File: src/rtl/bcdt_pkg.sv
// ----------------------------------------------------------------------------
// BCD timer package
// Digit, counter and state types, event codes and BCD step functions shared
// by the timer's modules.
// ----------------------------------------------------------------------------
package bcdt_pkg;

    typedef logic [3:0] digit_t;
    typedef digit_t [3:0] bcd4_t;

    typedef struct packed {
        bcd4_t up_digits;
        bcd4_t down_digits;
        logic  running;
        logic  alarm_level;
    } timer_state_t;

    typedef struct packed {
        logic  display_write;
        bcd4_t shown;
        logic  alarm;
    } timer_result_t;

    localparam logic       KIND_TICK = 1'b0;
    localparam logic       KIND_KEY  = 1'b1;

    localparam logic [4:0] KEY_RESET    = 5'd1;
    localparam logic [4:0] KEY_UP_TEN   = 5'd2;
    localparam logic [4:0] KEY_DOWN_TEN = 5'd4;
    localparam logic [4:0] KEY_RUN      = 5'd8;

    localparam logic [4:0] MODE_SHOW_UP   = 5'd1;
    localparam logic [4:0] MODE_COUNTDOWN = 5'd2;

    localparam digit_t DIGIT_ZERO = 4'd0;
    localparam digit_t DIGIT_MAX  = 4'd9;
    localparam digit_t DIGIT_ONE  = 4'd1;

    // Adds one at digit position pos and carries upward; the top digit wraps.
    function automatic bcd4_t bcd_inc_from(input bcd4_t d, input int unsigned pos);
        bcd4_t r;
        logic  carry;
        r = d;
        carry = 1'b1;
        for (int unsigned i = 0; i < 4; i++)
        begin
            if (i >= pos && carry)
            begin
                if (r[i] == DIGIT_MAX)
                begin
                    r[i] = DIGIT_ZERO;
                end
                else
                begin
                    r[i] = r[i] + DIGIT_ONE;
                    carry = 1'b0;
                end
            end
        end
        return r;
    endfunction

    // True when some digit from position pos upward is nonzero.
    function automatic logic bcd_can_dec(input bcd4_t d, input int unsigned pos);
        logic any;
        any = 1'b0;
        for (int unsigned i = 0; i < 4; i++)
        begin
            if (i >= pos && d[i] != DIGIT_ZERO)
            begin
                any = 1'b1;
            end
        end
        return any;
    endfunction

    // Subtracts one at digit position pos and borrows upward; the value is
    // left unchanged when all digits from pos upward are zero.
    function automatic bcd4_t bcd_dec_from(input bcd4_t d, input int unsigned pos);
        bcd4_t r;
        logic  borrow;
        r = d;
        borrow = 1'b1;
        for (int unsigned i = 0; i < 4; i++)
        begin
            if (i >= pos && borrow)
            begin
                if (r[i] != DIGIT_ZERO)
                begin
                    r[i] = r[i] - DIGIT_ONE;
                    borrow = 1'b0;
                end
                else
                begin
                    r[i] = DIGIT_MAX;
                end
            end
        end
        if (borrow)
        begin
            r = d;
        end
        return r;
    endfunction

endpackage

File: src/rtl/bcdt_step.sv
// ----------------------------------------------------------------------------
// BCD timer event step
// Computes the next counter state and the display result for one tick or
// key event.
// ----------------------------------------------------------------------------
module bcdt_step
    import bcdt_pkg::*;
(
    input  timer_state_t  state,
    input  logic          kind,
    input  logic [4:0]    key_bits,
    input  logic [4:0]    mode_switches,
    output timer_state_t  state_next,
    output timer_result_t result
);

    always_comb
    begin
        state_next = state;
        result = '0;
        if (kind == KIND_TICK)
        begin
            state_next.up_digits = bcd_inc_from(state.up_digits, 0);
            if (mode_switches == MODE_SHOW_UP)
            begin
                result.display_write = 1'b1;
                result.shown = state_next.up_digits;
            end
            else if (mode_switches == MODE_COUNTDOWN)
            begin
                if (state.running)
                begin
                    if (bcd_can_dec(state.down_digits, 0))
                    begin
                        state_next.down_digits = bcd_dec_from(state.down_digits, 0);
                    end
                    else
                    begin
                        state_next.alarm_level = 1'b1;
                    end
                end
                result.display_write = 1'b1;
                result.shown = state_next.down_digits;
            end
            if (bcd_can_dec(state_next.down_digits, 0))
            begin
                state_next.alarm_level = 1'b0;
            end
        end
        else
        begin
            unique case (key_bits)
                KEY_RESET:
                begin
                    state_next.up_digits = '0;
                    state_next.down_digits = '0;
                    state_next.running = 1'b0;
                    result.display_write = 1'b1;
                end
                KEY_UP_TEN:
                begin
                    state_next.down_digits = bcd_inc_from(state.down_digits, 1);
                    result.display_write = 1'b1;
                    result.shown = state_next.down_digits;
                end
                KEY_DOWN_TEN:
                begin
                    state_next.down_digits = bcd_dec_from(state.down_digits, 1);
                    result.display_write = 1'b1;
                    result.shown = state_next.down_digits;
                end
                KEY_RUN:
                begin
                    state_next.running = ~state.running;
                end
                default:
                begin
                    state_next = state;
                end
            endcase
        end
        result.alarm = state_next.alarm_level;
    end

endmodule

File: src/rtl/bcd_timer_with_countdown_alarm.sv
// ----------------------------------------------------------------------------
// BCD timer with countdown alarm
// Four-digit BCD up counter and countdown with run flag and alarm, driven by
// tick and key events.
// ----------------------------------------------------------------------------
// The block takes one event transaction per cycle and returns one result
// transaction for each: the event is held in an input register, and the
// counter update and display selection run combinationally between that
// register and the result register. Both stages advance together whenever
// the result register is empty or its transaction is taken, so the sustained
// rate is one event per cycle while the output is not stalled.
module bcd_timer_with_countdown_alarm
    import bcdt_pkg::*;
(
    input  logic       clk,
    input  logic       rst_n,
    input  logic       item_valid,
    output logic       item_stall,
    input  logic       kind,
    input  logic [4:0] key_bits,
    input  logic [4:0] mode_switches,
    output logic       result_valid,
    input  logic       result_stall,
    output logic       display_write,
    output logic [3:0] shown_thousands,
    output logic [3:0] shown_hundreds,
    output logic [3:0] shown_tens,
    output logic [3:0] shown_ones,
    output logic       alarm
);

    logic          in_valid_reg;
    logic          kind_reg;
    logic [4:0]    key_bits_reg;
    logic [4:0]    mode_reg;
    timer_state_t  state_reg;
    timer_state_t  state_next;
    timer_result_t step_result;
    logic          res_valid_reg;
    timer_result_t res_reg;
    logic          advance;
    logic          accept;

    assign advance = !res_valid_reg || !result_stall;
    assign item_stall = in_valid_reg && !advance;
    assign accept = item_valid && !item_stall;

    bcdt_step u_step
    (
        .state         (state_reg),
        .kind          (kind_reg),
        .key_bits      (key_bits_reg),
        .mode_switches (mode_reg),
        .state_next    (state_next),
        .result        (step_result)
    );

    always_ff @(posedge clk or negedge rst_n)
    begin
        if (!rst_n)
        begin
            in_valid_reg <= 1'b0;
            res_valid_reg <= 1'b0;
            state_reg <= '0;
        end
        else
        begin
            if (accept)
            begin
                in_valid_reg <= 1'b1;
            end
            else if (advance)
            begin
                in_valid_reg <= 1'b0;
            end
            if (advance)
            begin
                res_valid_reg <= in_valid_reg;
                if (in_valid_reg)
                begin
                    state_reg <= state_next;
                end
            end
        end
    end

    always_ff @(posedge clk)
    begin
        if (accept)
        begin
            kind_reg <= kind;
            key_bits_reg <= key_bits;
            mode_reg <= mode_switches;
        end
        if (advance && in_valid_reg)
        begin
            res_reg <= step_result;
        end
    end

    assign result_valid = res_valid_reg;
    assign display_write = res_reg.display_write;
    assign shown_thousands = res_reg.shown[3];
    assign shown_hundreds = res_reg.shown[2];
    assign shown_tens = res_reg.shown[1];
    assign shown_ones = res_reg.shown[0];
    assign alarm = res_reg.alarm;

endmodule

File: config.mk
export PLATFORM = sky130hd
export DESIGN_NAME = bcd_timer_with_countdown_alarm
export DESIGN_NICKNAME = d
export VERILOG_FILES = /design/src/rtl/bcdt_pkg.sv /design/src/rtl/bcdt_step.sv /design/src/rtl/bcd_timer_with_countdown_alarm.sv
export SDC_FILE = /design/constraint.sdc
export NUM_CORES = 1
export LEC_CHECK = 0
export ABC_AREA = 1
export BUFFER_PORTS_ARGS = -buffer_cell sky130_fd_sc_hd__buf_2
export CELL_PAD_IN_SITES_DETAIL_PLACEMENT = 2
export CELL_PAD_IN_SITES_GLOBAL_PLACEMENT = 2
export CORE_MARGIN = 3
export CORE_UTILIZATION = 39
export CTS_BUF_LIST = sky130_fd_sc_hd__clkbuf_4 sky130_fd_sc_hd__clkbuf_8
export CTS_CLUSTER_DIAMETER = 80
export DETAILED_ROUTE_END_ITERATION = 10
export PLACE_DENSITY = 0.84
export SLEW_MARGIN = 5
export SYNTH_ARGS = -nofsm -noshare
export SYNTH_HDL_FRONTEND = slang
export SYNTH_SLANG_ARGS = --single-unit
File: constraint.sdc
create_clock -name clk -period 4.22 [get_ports clk]
set_input_delay 0.211 -clock clk [delete_from_list [all_inputs] [get_ports clk]]
set_output_delay 0.211 -clock clk [all_outputs]
set_load 0.01 [all_outputs]
### Word level (Yosys, flattened, before mapping)

Cells that the tools add are included.

| cells by class | value |
|---|---|
| equal/unequal tests | 17 |
| reductions and logical operators | 24 |
| add/subtract/negate cells | 11 |
| muxes and demuxes | 108 |
| bitwise operators | 1 |

Operator list:

| operator | number |
|---|---|
| 16-bit 2-to-1 mux | 8 |
| 4-bit 2-to-1 mux | 21 |
| 1-bit 2-to-1 mux | 72 |
| 17-bit 2-to-1 mux | 3 |
| 16-bit case mux with 3 select lines | 1 |
| 32-bit 2-to-1 mux | 1 |
| 16-bit case mux with 2 select lines | 1 |
| 4-bit nonzero test | 8 |
| 4-bit by 1-bit adder with 4-bit output, second input constant | 7 |
| 4-bit equality test, second input constant | 7 |
| 4-bit by 1-bit subtractor with 4-bit output, second input constant | 4 |
| 5-bit by 1-bit equality test with 1-bit output, second input constant | 2 |
| 5-bit by 2-bit equality test with 1-bit output, second input constant | 2 |
| 4-bit AND reduction | 2 |
| 3-bit AND reduction | 2 |
| 5-bit by 3-bit equality test with 1-bit output, second input constant | 1 |
| 5-bit by 4-bit equality test with 1-bit output, second input constant | 1 |
| 1-bit zero test | 4 |
| 4-bit by 1-bit inequality test with 1-bit output, second input constant | 1 |
| 2-bit nonzero test | 2 |
| 1-bit logical AND | 3 |
| 3-bit by 1-bit inequality test with 1-bit output, second input constant | 1 |
| 3-bit OR reduction | 1 |
| 2-bit by 1-bit inequality test with 1-bit output, second input constant | 1 |
| 5 further kinds | 5 |

| storage, ports and cells | value |
|---|---|
| word-level logic and storage cells | 182 |
| register bits | 65 |
| input port bits | 15 |

### Longest topological paths before layout

| logic depth | value |
|---|---|
| word-level depth | 46 |
| depth in mapped cells | 17 |
| mapped depth without buffers | 17 |

### Modules after synthesis

From an unflattened synthesis, not the netlist that was laid out.

| second synthesis, totals | value |
|---|---|
| cell total of the unflattened synthesis | 688 |
| area, all modules | 4,880.9 um^2 |

By module, submodules not included:

| module | cells each | sequential area each (um^2) | instances | area an instance (um^2) |
|---|---|---|---|---|
| bcdt_step | 500 | 0.0 | 1 | 2,531.2 |
| bcd_timer_with_countdown_alarm | 188 | 1,771.7 | 1 | 2,349.8 |

### Worst setup path after synthesis

OpenSTA, ideal clock, no wires.

| timing | value |
|---|---|
| path kind | flip-flop to flip-flop |
| start | reg state_reg[6] (netlist bit) |
| end | reg res_reg (netlist bit alarm) (data pin) |
| buffers on the path | 0 |
| library setup time | 0.146 ns |
| arrival time | 1.885 ns |
| path slack | 2.189 ns |
| data required time | 4.074 ns |
| cell stages (with the launch flop) | 15 |
| cell sequence | dfrtp_1 inv_1 ha_1 nand2_4 nor2_8 nand2_4 nand2_4 nand2_2 nand3_2 nand2_2 nor2_2 nand2_1 nor2_2 nand3_2 a21oi_1 |

RTL lines:

| element | line | source |
|---|---|---|
| start, declared | bcd_timer_with_countdown_alarm.sv:36 | `timer_state_t state_reg;` |
| start signal, assigned | bcd_timer_with_countdown_alarm.sv:81 | `state_reg <= state_next;` |
| end signal, assigned | bcd_timer_with_countdown_alarm.sv:97 | `res_reg <= step_result;` |
| end, declared | bcd_timer_with_countdown_alarm.sv:40 | `timer_result_t res_reg;` |

==> metrics <==
GRT overflow=0; RSZ-0062 raised after global routing=false; WP data arrival=3.08 ns; DRC=0; initial core utilization=0.409; max_cap viols=0; Peak Freq=0.346 GHz; Setup CP Type=flip-flop to flip-flop; met1 usage=0.347; Crit. End Element=flip-flop; setup ws final=1.33 ns; DR WL/cell=21.7 um; cell area after synthesis=4320 um2; #FFs+latches synth=65; I/O pins=35; largest net degree at the start of global routing=37; routed vias/inst=5.76; CTS H-tree lvls=3; latest clock arrival within the worst-skew pair=0.36 ns; Final nets=632; ranking of synthesized cells by area=dfrtp_1 21%, edfxtp_1 20%, nand2_1 13%, o21ai_0 5.9%, inv_1 5.6%; Starting DRT DRC Count=276; synthesized net count=596; final instance area=4830 um2; drt total wl=16300 um; most used routing layer=met2; TritonCTS clock tree=done; Synth Flop Type=dfrtp_1; row cnt=37; placed insts=737; hold path start=key_bits[1]; pre-CTS WS=1.46 ns; most frequent cell after synthesis=nand2_1; post-synth top area cell=dfrtp_1; clk root buf=clkbuf_8; Hold Crit Class=input pin to flip-flop; relative slew slack=0.375; # fillers=1224; Clock transition at path regs=0.08 ns; number of diodes=0; CTS Buf Count=9; Cell variety after synth=48; setup bufs post-CTS=0; post-synth top area share=0.208; final setup skew=0.0113 ns; Final Hold Viols=0; Lkg Pwr=2.22 nW; status=finished, final reports clean; Core Box Area=10600 um2; HPWL Detailed=11700 um; die width=111 um; CP Max Fanout=20; dpl cell area=4600 um2; number of global-route vias before repair=4734; clock buffer depth=2; Final GP Congestion=0.862; Post-synth EDFFs=29; Overall Power=2.62 mW; Mapped Cells=577; PD cells=543 nW/um2; Die Y-Extent=111 um; layout cells sized above 1=0.146; met2 usage=0.469; Worst setup startpoint=mode_reg[1]; Post-Route Setup TNS=0 ns; post-layout minimum cycle time=2.89 ns; first-pass GRT wire length=26400 um; area growth from synthesis to layout=11.8%; Via Count=4342; Final period util=0.686; router iterations before antenna repair=4; clk sink count=65; GRT met3 Usage=0.0404; reg2reg start=mode_reg[1]; port bufs=34; antenna-violating nets left=0; worst slew pin tran=0.936 ns; Final Max Slew Viols=0; Seq/Total Area, Yosys=0.410; Post-synth ARST share=0.554; syn_area_per_cell=7.49 um2; Req. time, crit path=4.41 ns; VDD IR max=231 uV; Setup-failing EPs final=0; Final Instance Count excl. Fillers=754; Largest register FFs=34; Critical Path Start Type=flip-flop; Synth Warn #=0; top cells by count, synth=154 x nand2_1, 65 x inv_1, 53 x nor2_1; die area=12400 um2; gr usage total=0.270; initial antenna violation count=0
## metal layers
| metal | share of wire | routed length [um] |
|---|---|---|
| met2 | 0.50 | 8210 |
| met4 | 0.021 | 335 |
| met1 | 0.44 | 7220 |
| met5 | 0 | 0 |
| met3 | 0.035 | 566 |
## layout by cell type (no fill, tap or decap), types with 8 or more instances in the layout
cell and count:
nand3_1 38, o21ai_0 51, inv_1 65, edfxtp_1 29, a31oi_1 8, clkbuf_8 9
nand2_1 154, buf_2 34, o22ai_1 15, dfrtp_1 36, a21oi_1 25, nand4_1 8
nor2_1 53
## power by group
group,switching [mW],internal (mW)
logic,0.739,0.308
registers,0.163,0.806
clock network,0.276,0.331
## critical path, cell delays in order, from the launching register on
cell and delay (ns):
edfxtp_1 0.41, nand2_1 0.09, nor2_1 0.04, nand2_1 0.63, inv_2 0.43, nand3_1 0.25
nand2_1 0.12, nor2_1 0.12, nand2_1 0.06, nor2_1 0.08, nand2_1 0.08, nor2_2 0.11
nand3_2 0.10, a21oi_1 0.19
## worst paths after layout
kind | end | slack, ns | cells after the start
worst max-delay path | alarm | 1.33 | 13
worst min-delay path | key_bits_reg[1] | 0.03 | 1
worst max register to register | alarm | 1.33 | 13
worst min register to register | result_valid | 0.50 | 2
max in group asynchronous | state_reg[5] | 3.12 | 2
min in group asynchronous | state_reg[26] | 0.53 | 2
## cell type report
cell class	count	area, um2	area share
clock buffer	9	124	0.0256
clock inverter	7	95.1	0.0197
inverter	72	270	0.0559
multi-input combinational	426	2190	0.453
sequential	65	1770	0.367
tap	136	170	0.0352
timing repair buffer	39	210	0.0435
## per-stage QoR
stage	hold slack, ns	util
floorplan	-0.0846	-
global placement	0.387	0.436
detailed placement	0.388	0.436
CTS	0.00812	0.458
global route	0.00830	0.458
finish	0.0287	0.458
## what timing repair did
item,in CTS,in global routing
hold buffers,1,0
gates resized for setup,0,0
hold endpoints to repair,7,0
## cell families (layout without fill, tap and decap cells)
family	Yosys count	count (layout)	share of synthesized area
AND/OR/NAND/NOR	289	289	0.311
AO/OA/AOI/OAI	124	124	0.166
buffers and inverters	86	127	0.0831
flip-flops	65	65	0.410
XOR/XNOR	8	8	0.0162
adder cells (fa/ha/maj)	4	4	0.0116
multiplexers	1	1	0.00232
(Power assumes the default switching activity.)
